### src/rtl/ecal_pkg.sv
// ----------------------------------------------------------------------------
// ecal_pkg
// Shared constants, types and small tables for the epoch-to-calendar pipeline.
// ----------------------------------------------------------------------------
package ecal_pkg;

	// field widths
	localparam int SECS_W   = 32;
	localparam int YEAR_W   = 12;
	localparam int MONTH_W  = 4;
	localparam int MDAY_W   = 5;
	localparam int HOUR_W   = 5;
	localparam int MIN_W    = 6;
	localparam int SEC_W    = 6;
	localparam int WDAY_W   = 3;
	localparam int SOD_W    = 17;
	localparam int DAYS_W   = 16;
	localparam int CFG_W    = 12;
	localparam int CFG_IDX_W = 1;

	// register indexes
	localparam logic [CFG_IDX_W-1:0] REG_YEAR_LOW  = 1'd0;
	localparam logic [CFG_IDX_W-1:0] REG_YEAR_HIGH = 1'd1;

	localparam logic [CFG_W-1:0] YEAR_LOW_RST  = 12'd2015;
	localparam logic [CFG_W-1:0] YEAR_HIGH_RST = 12'd2025;

	// pipeline stages ahead of the output register
	localparam int NUM_STG = 6;

	// reciprocal multipliers, each exact over the operand range it sees
	localparam logic [25:0] RCP_675  = 26'd50903317; // x < 2^25, shift 35
	localparam logic [16:0] RCP_7    = 17'd74899;    // x < 2^16, shift 19
	localparam logic [13:0] RCP_225  = 14'd9321;     // x < 2^13, shift 21
	localparam logic [16:0] RCP_1461 = 17'd91868;    // x < 2^16, shift 27
	localparam logic [10:0] RCP_15   = 11'd1093;     // x < 2^10, shift 14
	localparam logic [11:0] RCP_153  = 12'd3427;     // x < 2^11, shift 19

	// day counts taken from 1968-03-01 (start of a four-year cycle)
	localparam logic [DAYS_W-1:0] MAR_BASE_OFS = 16'd671;   // 1968-03-01 .. 1970-01-01
	localparam logic [DAYS_W-1:0] MAR_2100     = 16'd48212; // 1968-03-01 .. 2100-03-01
	localparam logic [YEAR_W-1:0] MAR_BASE_YR  = 12'd1968;
	localparam logic [2:0]        EPOCH_WDAY   = 3'd4;      // 1970-01-01 was a Thursday

	typedef struct packed {
		logic [NUM_STG:1] ld; // stage register may load this cycle
	} ecal_ctl_t;

	// first day (March-based day of year) of month index mp, March = 0
	function automatic logic [8:0] month_start(input logic [3:0] mp);
		logic [8:0] s;
		case (mp)
			4'd0:    s = 9'd0;
			4'd1:    s = 9'd31;
			4'd2:    s = 9'd61;
			4'd3:    s = 9'd92;
			4'd4:    s = 9'd122;
			4'd5:    s = 9'd153;
			4'd6:    s = 9'd184;
			4'd7:    s = 9'd214;
			4'd8:    s = 9'd245;
			4'd9:    s = 9'd275;
			4'd10:   s = 9'd306;
			4'd11:   s = 9'd337;
			default: s = 9'd0;
		endcase
		return s;
	endfunction

endpackage

### src/rtl/ecal_tod.sv
// ----------------------------------------------------------------------------
// ecal_tod
// Time-of-day lane: second of day, then hour, minute and second.
// ----------------------------------------------------------------------------
module ecal_tod
	import ecal_pkg::*;
(
	input  logic              clk,
	input  ecal_ctl_t         ctl,
	input  logic [SECS_W-1:0] secs_s1,
	input  logic [DAYS_W-1:0] days_s1,
	output logic [SOD_W-1:0]  sod_s6,
	output logic [HOUR_W-1:0] hour_s6,
	output logic [MIN_W-1:0]  minute_s6,
	output logic [SEC_W-1:0]  second_s6
);

	logic [32:0]       day_secs;
	logic [SECS_W-1:0] sod_full;
	logic [26:0]       hr_prod;
	logic [SOD_W-1:0]  rem_full;
	logic [20:0]       mn_prod;
	logic [11:0]       mn_secs;
	logic [11:0]       sc_full;

	logic [SOD_W-1:0]  sod_s2, sod_s3, sod_s4, sod_s5;
	logic [HOUR_W-1:0] hour_s3, hour_s4, hour_s5;
	logic [11:0]       rem_s4, rem_s5;
	logic [MIN_W-1:0]  minute_s5;

	// S2: remainder of the day split
	assign day_secs = 33'(days_s1) * 33'd86400;
	assign sod_full = secs_s1 - day_secs[31:0];

	// S3: hour = (sod/16)/225
	assign hr_prod = 27'(sod_s2[16:4]) * 27'(RCP_225);

	// S4: seconds within the hour
	assign rem_full = sod_s3 - 17'(hour_s3) * 17'd3600;

	// S5: minute = (rem/4)/15
	assign mn_prod = 21'(rem_s4[11:2]) * 21'(RCP_15);

	// S6: second
	assign mn_secs = 12'(minute_s5) * 12'd60;
	assign sc_full = rem_s5 - mn_secs;

	always_ff @(posedge clk) begin
		if (ctl.ld[2]) begin
			sod_s2 <= sod_full[SOD_W-1:0];
		end
		if (ctl.ld[3]) begin
			sod_s3  <= sod_s2;
			hour_s3 <= hr_prod[25:21];
		end
		if (ctl.ld[4]) begin
			sod_s4  <= sod_s3;
			hour_s4 <= hour_s3;
			rem_s4  <= rem_full[11:0];
		end
		if (ctl.ld[5]) begin
			sod_s5    <= sod_s4;
			hour_s5   <= hour_s4;
			rem_s5    <= rem_s4;
			minute_s5 <= mn_prod[19:14];
		end
		if (ctl.ld[6]) begin
			sod_s6    <= sod_s5;
			hour_s6   <= hour_s5;
			minute_s6 <= minute_s5;
			second_s6 <= sc_full[SEC_W-1:0];
		end
	end

endmodule

### src/rtl/ecal_date.sv
// ----------------------------------------------------------------------------
// ecal_date
// Date lane: day count to year, month, day of month and weekday.
// ----------------------------------------------------------------------------
module ecal_date
	import ecal_pkg::*;
(
	input  logic               clk,
	input  ecal_ctl_t          ctl,
	input  logic [DAYS_W-1:0]  days_s1,
	output logic [YEAR_W-1:0]  year,
	output logic [MONTH_W-1:0] month,
	output logic [MDAY_W-1:0]  day_of_month,
	output logic [WDAY_W-1:0]  weekday_s6
);

	logic [DAYS_W-1:0] days4;
	logic [32:0]       wq_prod;
	logic [DAYS_W-1:0] zp_full;
	logic [DAYS_W-1:0] wk_full;
	logic [32:0]       cy_prod;
	logic [DAYS_W-1:0] r_full;
	logic [1:0]        yoc;
	logic [10:0]       doy_full;
	logic [10:0]       mp_arg;
	logic [22:0]       mp_prod;
	logic [8:0]        mday_full;

	logic [DAYS_W-1:0] days4_s2, zp_s2, zp_s3;
	logic [12:0]       wq_s2;
	logic [WDAY_W-1:0] weekday_s3, weekday_s4, weekday_s5;
	logic [5:0]        cyc_s3, cyc_s4;
	logic [10:0]       r_s4;
	logic [8:0]        doy_s5, doy_s6;
	logic [YEAR_W-1:0] ymar_s5, ymar_s6;
	logic [3:0]        mp_s6;

	// S2: weekday quotient; March-based day count, with a phantom 2100-02-29
	// so every four-year cycle is 1461 days
	assign days4   = days_s1 + 16'(EPOCH_WDAY);
	assign wq_prod = 33'(days4) * 33'(RCP_7);
	assign zp_full = days_s1 + MAR_BASE_OFS
		+ 16'(days_s1 + MAR_BASE_OFS >= MAR_2100);

	// S3: cycle index and weekday remainder
	assign cy_prod = 33'(zp_s2) * 33'(RCP_1461);
	assign wk_full = days4_s2 - 16'(wq_s2) * 16'd7;

	// S4: day within the cycle
	assign r_full = zp_s3 - 16'(cyc_s3) * 16'd1461;

	// S5: year within the cycle, last year takes day 365
	assign yoc = 2'(r_s4 >= 11'd365) + 2'(r_s4 >= 11'd730) + 2'(r_s4 >= 11'd1095);
	assign doy_full = r_s4 - 11'(yoc) * 11'd365;

	// S6: March-based month index = (5*doy+2)/153
	assign mp_arg  = 11'(doy_s5) * 11'd5 + 11'd2;
	assign mp_prod = 23'(mp_arg) * 23'(RCP_153);

	// final: month, day and civil year (Jan and Feb belong to the next year)
	assign mday_full    = doy_s6 - month_start(mp_s6) + 9'd1;
	assign day_of_month = mday_full[MDAY_W-1:0];
	assign month        = (mp_s6 < 4'd10) ? mp_s6 + 4'd3 : mp_s6 - 4'd9;
	assign year         = ymar_s6 + 12'(mp_s6 >= 4'd10);

	always_ff @(posedge clk) begin
		if (ctl.ld[2]) begin
			days4_s2 <= days4;
			wq_s2    <= wq_prod[31:19];
			zp_s2    <= zp_full;
		end
		if (ctl.ld[3]) begin
			zp_s3      <= zp_s2;
			cyc_s3     <= cy_prod[32:27];
			weekday_s3 <= wk_full[WDAY_W-1:0];
		end
		if (ctl.ld[4]) begin
			cyc_s4     <= cyc_s3;
			r_s4       <= r_full[10:0];
			weekday_s4 <= weekday_s3;
		end
		if (ctl.ld[5]) begin
			doy_s5     <= doy_full[8:0];
			ymar_s5    <= MAR_BASE_YR + {4'd0, cyc_s4, 2'b00} + 12'(yoc);
			weekday_s5 <= weekday_s4;
		end
		if (ctl.ld[6]) begin
			doy_s6     <= doy_s5;
			ymar_s6    <= ymar_s5;
			mp_s6      <= mp_prod[22:19];
			weekday_s6 <= weekday_s5;
		end
	end

endmodule

### src/rtl/epoch_seconds_to_calendar_top.sv
// ----------------------------------------------------------------------------
// epoch_seconds_to_calendar_top
// Throughput: one word per cycle; each stage holds under stall, bubbles close.
// The seven-stage pipe (constant-reciprocal multipliers) sets this rate.
// Reset clears all valid bits and loads the year window with 2015..2025.
// ----------------------------------------------------------------------------
module epoch_seconds_to_calendar_top
	import ecal_pkg::*;
(
	input  logic                 clk,
	input  logic                 arst_n,
	// input channel
	input  logic                 in_valid,
	output logic                 in_stall,
	input  logic [SECS_W-1:0]    epoch_seconds,
	// output channel
	output logic                 out_valid,
	input  logic                 out_stall,
	output logic [YEAR_W-1:0]    year,
	output logic [MONTH_W-1:0]   month,
	output logic [MDAY_W-1:0]    day_of_month,
	output logic [HOUR_W-1:0]    hour,
	output logic [MIN_W-1:0]     minute,
	output logic [SEC_W-1:0]     second,
	output logic [WDAY_W-1:0]    weekday,
	output logic [SOD_W-1:0]     second_of_day,
	output logic                 year_in_window,
	// configuration writes
	input  logic                 cfg_wen,
	input  logic [CFG_IDX_W-1:0] cfg_index,
	input  logic [CFG_W-1:0]     cfg_wdata
);

	// Stage map
	//   S1  days = (secs/128)/675 by reciprocal multiply
	//   S2  second of day; weekday quotient; March-based day count
	//   S3  hour; four-year cycle index; weekday
	//   S4  seconds in hour; day within cycle
	//   S5  minute; year and day within the March-based year
	//   S6  second; month index
	//   S7  output register, civil date and year window flag

	ecal_ctl_t          ctl;
	logic               out_ld;
	logic [NUM_STG:1]   vld_q;
	logic               vld_s7;

	logic [YEAR_W-1:0]  yr_low_q, yr_high_q;

	logic [50:0]        days_prod;
	logic [SECS_W-1:0]  secs_s1;
	logic [DAYS_W-1:0]  days_s1;

	logic [SOD_W-1:0]   sod_s6;
	logic [HOUR_W-1:0]  hour_s6;
	logic [MIN_W-1:0]   minute_s6;
	logic [SEC_W-1:0]   second_s6;
	logic [YEAR_W-1:0]  year_c;
	logic [MONTH_W-1:0] month_c;
	logic [MDAY_W-1:0]  mday_c;
	logic [WDAY_W-1:0]  weekday_s6;

	logic [YEAR_W-1:0]  year_s7;
	logic [MONTH_W-1:0] month_s7;
	logic [MDAY_W-1:0]  mday_s7;
	logic [HOUR_W-1:0]  hour_s7;
	logic [MIN_W-1:0]   minute_s7;
	logic [SEC_W-1:0]   second_s7;
	logic [WDAY_W-1:0]  weekday_s7;
	logic [SOD_W-1:0]   sod_s7;
	logic               inwin_s7;

	// ---- flow control ---------------------------------------------------
	// A stage loads when it is empty or when the stage after it loads too,
	// so a stall only freezes the words stacked up behind the output.
	assign out_ld = !vld_s7 || !out_stall;

	always_comb begin
		ctl.ld[NUM_STG] = !vld_q[NUM_STG] || out_ld;
		for (int k = NUM_STG - 1; k >= 1; k--) begin
			ctl.ld[k] = !vld_q[k] || ctl.ld[k+1];
		end
	end

	assign in_stall = !ctl.ld[1];

	always_ff @(posedge clk or negedge arst_n) begin
		if (!arst_n) begin
			vld_q  <= '0;
			vld_s7 <= 1'b0;
		end else begin
			if (ctl.ld[1]) begin
				vld_q[1] <= in_valid;
			end
			for (int k = 2; k <= NUM_STG; k++) begin
				if (ctl.ld[k]) begin
					vld_q[k] <= vld_q[k-1];
				end
			end
			if (out_ld) begin
				vld_s7 <= vld_q[NUM_STG];
			end
		end
	end

	// ---- configuration --------------------------------------------------
	always_ff @(posedge clk or negedge arst_n) begin
		if (!arst_n) begin
			yr_low_q  <= YEAR_LOW_RST;
			yr_high_q <= YEAR_HIGH_RST;
		end else if (cfg_wen) begin
			unique case (cfg_index)
				REG_YEAR_LOW:  yr_low_q  <= cfg_wdata;
				REG_YEAR_HIGH: yr_high_q <= cfg_wdata;
			endcase
		end
	end

	// ---- S1: whole days -------------------------------------------------
	// 86400 = 128 * 675; the reciprocal of 675 at 2^35 is exact for 25-bit x
	assign days_prod = 51'(epoch_seconds[31:7]) * 51'(RCP_675);

	always_ff @(posedge clk) begin
		if (ctl.ld[1]) begin
			secs_s1 <= epoch_seconds;
			days_s1 <= days_prod[50:35];
		end
	end

	// ---- S2..S6: time of day and date lanes -----------------------------
	ecal_tod u_tod (
		.clk       (clk),
		.ctl       (ctl),
		.secs_s1   (secs_s1),
		.days_s1   (days_s1),
		.sod_s6    (sod_s6),
		.hour_s6   (hour_s6),
		.minute_s6 (minute_s6),
		.second_s6 (second_s6)
	);

	ecal_date u_date (
		.clk          (clk),
		.ctl          (ctl),
		.days_s1      (days_s1),
		.year         (year_c),
		.month        (month_c),
		.day_of_month (mday_c),
		.weekday_s6   (weekday_s6)
	);

	// ---- S7: output register --------------------------------------------
	// Window compares the registers as written; an inverted window flags none.
	always_ff @(posedge clk) begin
		if (out_ld) begin
			year_s7    <= year_c;
			month_s7   <= month_c;
			mday_s7    <= mday_c;
			hour_s7    <= hour_s6;
			minute_s7  <= minute_s6;
			second_s7  <= second_s6;
			weekday_s7 <= weekday_s6;
			sod_s7     <= sod_s6;
			inwin_s7   <= (year_c >= yr_low_q) && (year_c <= yr_high_q);
		end
	end

	assign out_valid      = vld_s7;
	assign year           = year_s7;
	assign month          = month_s7;
	assign day_of_month   = mday_s7;
	assign hour           = hour_s7;
	assign minute         = minute_s7;
	assign second         = second_s7;
	assign weekday        = weekday_s7;
	assign second_of_day  = sod_s7;
	assign year_in_window = inwin_s7;

endmodule

### config.mk
export PLATFORM = sky130hd
export DESIGN_NAME = epoch_seconds_to_calendar_top
export DESIGN_NICKNAME = d
export VERILOG_FILES = /design/src/rtl/ecal_pkg.sv /design/src/rtl/ecal_tod.sv /design/src/rtl/ecal_date.sv /design/src/rtl/epoch_seconds_to_calendar_top.sv
export SDC_FILE = /design/constraint.sdc
export NUM_CORES = 2
export LEC_CHECK = 0
export BUFFER_PORTS_ARGS = -buffer_cell sky130_fd_sc_hd__buf_2
export CAP_MARGIN = 20
export CORE_ASPECT_RATIO = 1.75
export CORE_MARGIN = 2
export CORE_UTILIZATION = 40
export DETAILED_ROUTE_END_ITERATION = 8
export GPL_TIMING_DRIVEN = 0
export SLEW_MARGIN = 25
export SYNTH_ARGS = -nofsm -noshare
export SYNTH_HDL_FRONTEND = slang
export SYNTH_SLANG_ARGS = --single-unit
### constraint.sdc
create_clock -name clk -period 7.6 [get_ports clk]
set_input_delay 0.76 -clock clk [delete_from_list [all_inputs] [get_ports clk]]
set_output_delay 0.76 -clock clk [all_outputs]
set_load 0.01 [all_outputs]
* Word level (Yosys, flattened, before mapping)
Memories as Yosys holds them, arrays and structs flattened. A register that Yosys moved wholly into a read port is not among the register bits. Index checks and enable logic that the tools add are counted.
Storage, ports and cells: flip-flop bits (word level) 384, latch bits 0, bits in writable memories 0, bits in read-only memories 144, bits of input ports 50, memories 1
Memory list:
- (name not given) | depth 16, width 9, rd ports 1, clocked after Yosys merged registers in 1, write ports 0, line ecal_pkg.sv:52 | case (mp)
Cells by class: add/subtract/negate cells 19, $mul 13, div/mod/pow operators 0, magnitude comparators 8, equality and inequality tests 0, shift-type cells 0, mux-type cells 2, bitwise operators 1, reductions and logical operators 19
Operators with widths (number):
- $mul 25x26->51 const B | 1
- $mul 16x17->32 const B | 1
- $mul 16x15->31 const B | 1
- $mul 13x14->26 const B | 1
- $mul 11x12->23 const B | 1
- $mul 10x11->20 const B | 1
- $sub 17x17->17 | 1
- $add 16x1->16 | 1
- $add 16x10->16 const B | 1
- $add 16x3->16 const B | 1
- $ge 16x16->1 const B | 1
- $mul 16x10->10 const B | 1
- $mul 13x3->3 const B | 1
- $add 11x8->12 const A | 1
- $add 12x1->12 | 1
- $add 12x2->12 | 1
- $ge 12x12->1 | 1
- $le 12x12->1 | 1
- $sub 12x12->12 | 1
- $add 11x2->11 const B | 1
- $ge 11x10->1 const B | 1
- $ge 11x11->1 const B | 1
- $ge 11x9->1 const B | 1
- $mul 6x11->11 const B | 1
- 22 further kinds | 38

* Longest topological paths before layout
depth after elaboration 9, gate-level depth with buffers 33, gate-level depth less buffers 33

* Modules after synthesis
From an unflattened synthesis, not the netlist that was laid out.
Unflattened totals: cells, all modules 3441, area total of the unflattened synthesis 39564.2 µm²
By module, submodules not included:
- ecal_date | instances 1, cells an instance 1527, area an instance 16339.4 µm², sequential area each 3343.2 µm²
- epoch_seconds_to_calendar_top | instances 1, cells an instance 1278, area an instance 14656.6 µm², sequential area each 4011.3 µm²
- ecal_tod | instances 1, cells an instance 636, area an instance 8568.2 µm², sequential area each 3933.8 µm²

* Least setup slack after synthesis
OpenSTA, ideal clock, no wires.
path kind reg2reg, start point register u_date.doy_s5[1], end point register with a tool-made name, setup time 67 ps, arrival time 7213 ps, path slack 320 ps, stages on the path, launching flop included 32, clock period less this slack 7280 ps, path through edfxtp_1 > ha_1 > ha_1 > o211a_1 > o21a_1 > o21a_1 > o21a_1 > o21ai_0 > nand2b_1 > a21oi_1 > o21bai_1 > xor2_1 > ha_1 > inv_1 > fa_1 > fa_1 > fa_1 > fa_1 > inv_1 > ha_1 > o21a_1 > o21ai_0 > a211oi_1 > o32ai_2 > nor2_1 > a21oi_1 > xnor2_1 > mux2i_1 > ha_1 > inv_1 > mux2_4 > o21ai_2
RTL lines:
- from (decl) | line ecal_date.sv:34 | logic [8:0] doy_s5, doy_s6;
- from (signal assigned) | line ecal_date.sv:83 | doy_s5 <= doy_full[8:0];

==> run summary <==
outcome -> finished clean
post-synthesis net count -> 4537
most used cell, CP -> o21a_1
Final Cycle Share -> 96.6%
synthesized area per cell -> 11.7 sq um
most frequent cells in the layout -> ha_1, inv_1, fa_1
Crit. End Element -> flip-flop
post-route ant nets -> 0
largest cells by area after synthesis -> ha_1, edfxtp_1, fa_1
setup violators final -> 0
reg2reg start -> u_date.doy_s5[1]
initial DRC count -> 600
CP Class -> flip-flop to flip-flop
final hold vios -> 0
Slew @ Worst Pin -> 1.09 ns
Site Rows -> 149
R2R cell count -> 31
IO buf count -> 110
ys async rst share -> 8.49%
number of max-cap violations -> 0
Hold Crit Class -> input pin to async pin
share of post-route cells with drive strength above 1 -> 8.46%
Die Span Y -> 411 um
initial antenna violation count -> 0
wl on met1 -> 25.7 mm
Synth Warn # -> 0
chip width -> 237 um
synth unique cells -> 74
worst reg2reg setup slack -> 0.26 ns
wirelength, routed -> 74.7 mm
number of global-route vias before repair -> 24700
Req. time, crit path -> 8.07 ns
setup TNS -> 0 ns
n_diodes -> 0
Clock Skew -> 0.0124 ns
Clock Sinks -> 365
GP Congestion -> 0.865
mapped cell area -> 0.0379 sq mm
dominant synthesized flop cell -> edfxtp_1
Num CTS Buffers -> 38
Slew Viols, Final -> 0
Worst path max stage delay -> 0.54 ns
Relative slew margins -> 26.2%
DR top layer -> met4
total grt overflow -> 0
Clock Tree Buf Depth -> 3
crit path launch type -> flip-flop
worst-path fanout max -> 4
EDFF count, synth -> 329
synthesized instance count -> 3233
DR WL met3 -> 1.63 mm
RSZ-0062 raised after global routing -> yes
largest area contributor in the netlist -> ha_1
Area growth syn-to-layout -> 10.1%
fmax -> 136 MHz
clock-pin slew of the registers on the worst-case setup and hold paths -> 0.07 ns
CP max stage cell -> fa_1
fin util -> 44.3%
post-synthesis sequential area ratio -> 28.4%
minimum clock period -> 7.34 ns
drc violations -> 0
placed insts -> 4557
commonest non-fill, non-tap cell in the layout -> ha_1
CORE AREA -> 0.0941 sq mm
die outline area -> 0.0974 sq mm
io pins -> 111
Final HPWL DP -> 64.6 mm
fill cell count -> 8757
met2 WL -> 44.2 mm
H-tree depth -> 2
Total Routing Usage GR -> 16.0%
DR pass1 iterations -> 4
final std cells w/o fill -> 4646
pin count of the biggest net entering global routing -> 55
CTS root buf -> clkbuf_16
FF+latch count, synth -> 365
Final #Nets -> 4713
Starting Density -> 40.3%
top-area cell type share of the netlist area -> 27.5%
clk_lat worst skew -> 0.55 ns
vias per cell -> 4.84
first-pass GRT wire length -> 122 mm
Worst EP arrival -> 7.82 ns
drt wl/cell -> 16.1 um
final hold slack -> 0.270 ns
via count -> 22500
CTS tree -> yes
==> flip-flops by register name (all words and copies together) (netlist names), 12 cells and up, named ones only <==
signal         flops
u_tod.sod_s2      17
days_s1           16
year              12
u_tod.sod_s4      13
yr_high_q         12
u_tod.sod_s6      15
u_date.zp_s2      16
yr_low_q          12
u_tod.sod_s5      13
second_of_day     15
secs_s1           17
u_tod.rem_s4      12
u_tod.sod_s3      17
==> synth_stat cells, types with 5 or more instances <==
library cell and n:
a211oi_1 6, a21o_1 41, a21oi_1 90, a31oi_1 12
and3_1 8, clkbuf_1 15, dfrtp_1 13, dfstp_2 18
dfxtp_1 5, edfxtp_1 329, fa_1 421, ha_1 833
inv_1 803, mux2_2 14, nand2_1 72, nand2b_1 22
nand3_1 31, nand4_1 27, nor2_1 60, nor2b_1 15
nor3_1 22, o211ai_1 8, o21a_1 17, o21ai_0 54
o21ai_1 12, o21bai_1 12, or2_2 8, xnor2_1 123
xor2_1 58
==> metal layers <==
metal  vias to the layer above  global-route usage, %
met5                         -                      0
met4                         0                   6.25
met3                       150                   1.41
met2                       303                   34.0
met1                     11000                   15.2
li1                      11000                      -
==> logic make-up after synthesis <==
group	Yosys count	synth area share, %
buf+inv	824	8.19
simple gates	293	3.90
mux	19	0.584
xor+xnor	181	4.18
fa+ha+maj	1254	49.7
flops	365	28.4
compound gates	297	4.99
==> worst max-delay path by stage <==
stage	start	end	slack, ns
after floorplan	u_date.doy_s5[1]	flip-flop	0.32
after detailed placement	u_date.doy_s5[1]	flip-flop	-0.79
after global placement	u_date.doy_s5[1]	flip-flop	-0.79
after global routing	u_date.doy_s5[2]	flip-flop	-0.04
final	u_date.doy_s5[1]	flip-flop	0.26
after CTS	u_date.doy_s5[1]	flip-flop	0.008
==> cell type report <==
type	count	area, sq um	area share (%)
plain buffers	20	88.8	0.213
repair buffers	136	836	2.00
well taps	1208	1510	3.62
clock inverters	24	243	0.582
inverters	804	3020	7.23
multi-input cells	2044	24300	58.1
clock buffers	45	997	2.39
flip-flops and latches	365	10800	25.8
==> through the flow <==
step	instance area, sq um	setup WS (ns)
floorplan	37900	0.320
global placement	40000	-0.787
detailed placement	40100	-0.792
CTS	41500	0.00833
global route	41700	-0.0361
finish	41700	0.255
==> worst max-delay path, delay by kind of cell, from the launching register on <==
| kind | cells | cell delay, ns |
|---|---|---|
| DFF | 1 | 0.44 |
| buffers and inverters | 3 | 0.15 |
| xor gates and xnor gates | 2 | 0.38 |
| AOI/OAI and AO/OA | 13 | 2.39 |
| muxes | 2 | 0.44 |
| and+or+nand+nor | 2 | 0.20 |
| adders and majority gates | 9 | 3.25 |
==> what timing repair did <==
item	CTS	global route
endpoints found under the hold margin	0	0
hold buffers	0	0
endpoints found under the setup margin	5	5
buffers inserted	8	12
gates resized for setup	18	18
pin swaps	9	34
Power is left out: the tool's default activity adds up to more than one toggle a clock period on the data nets, which glitch-free logic cannot reach.
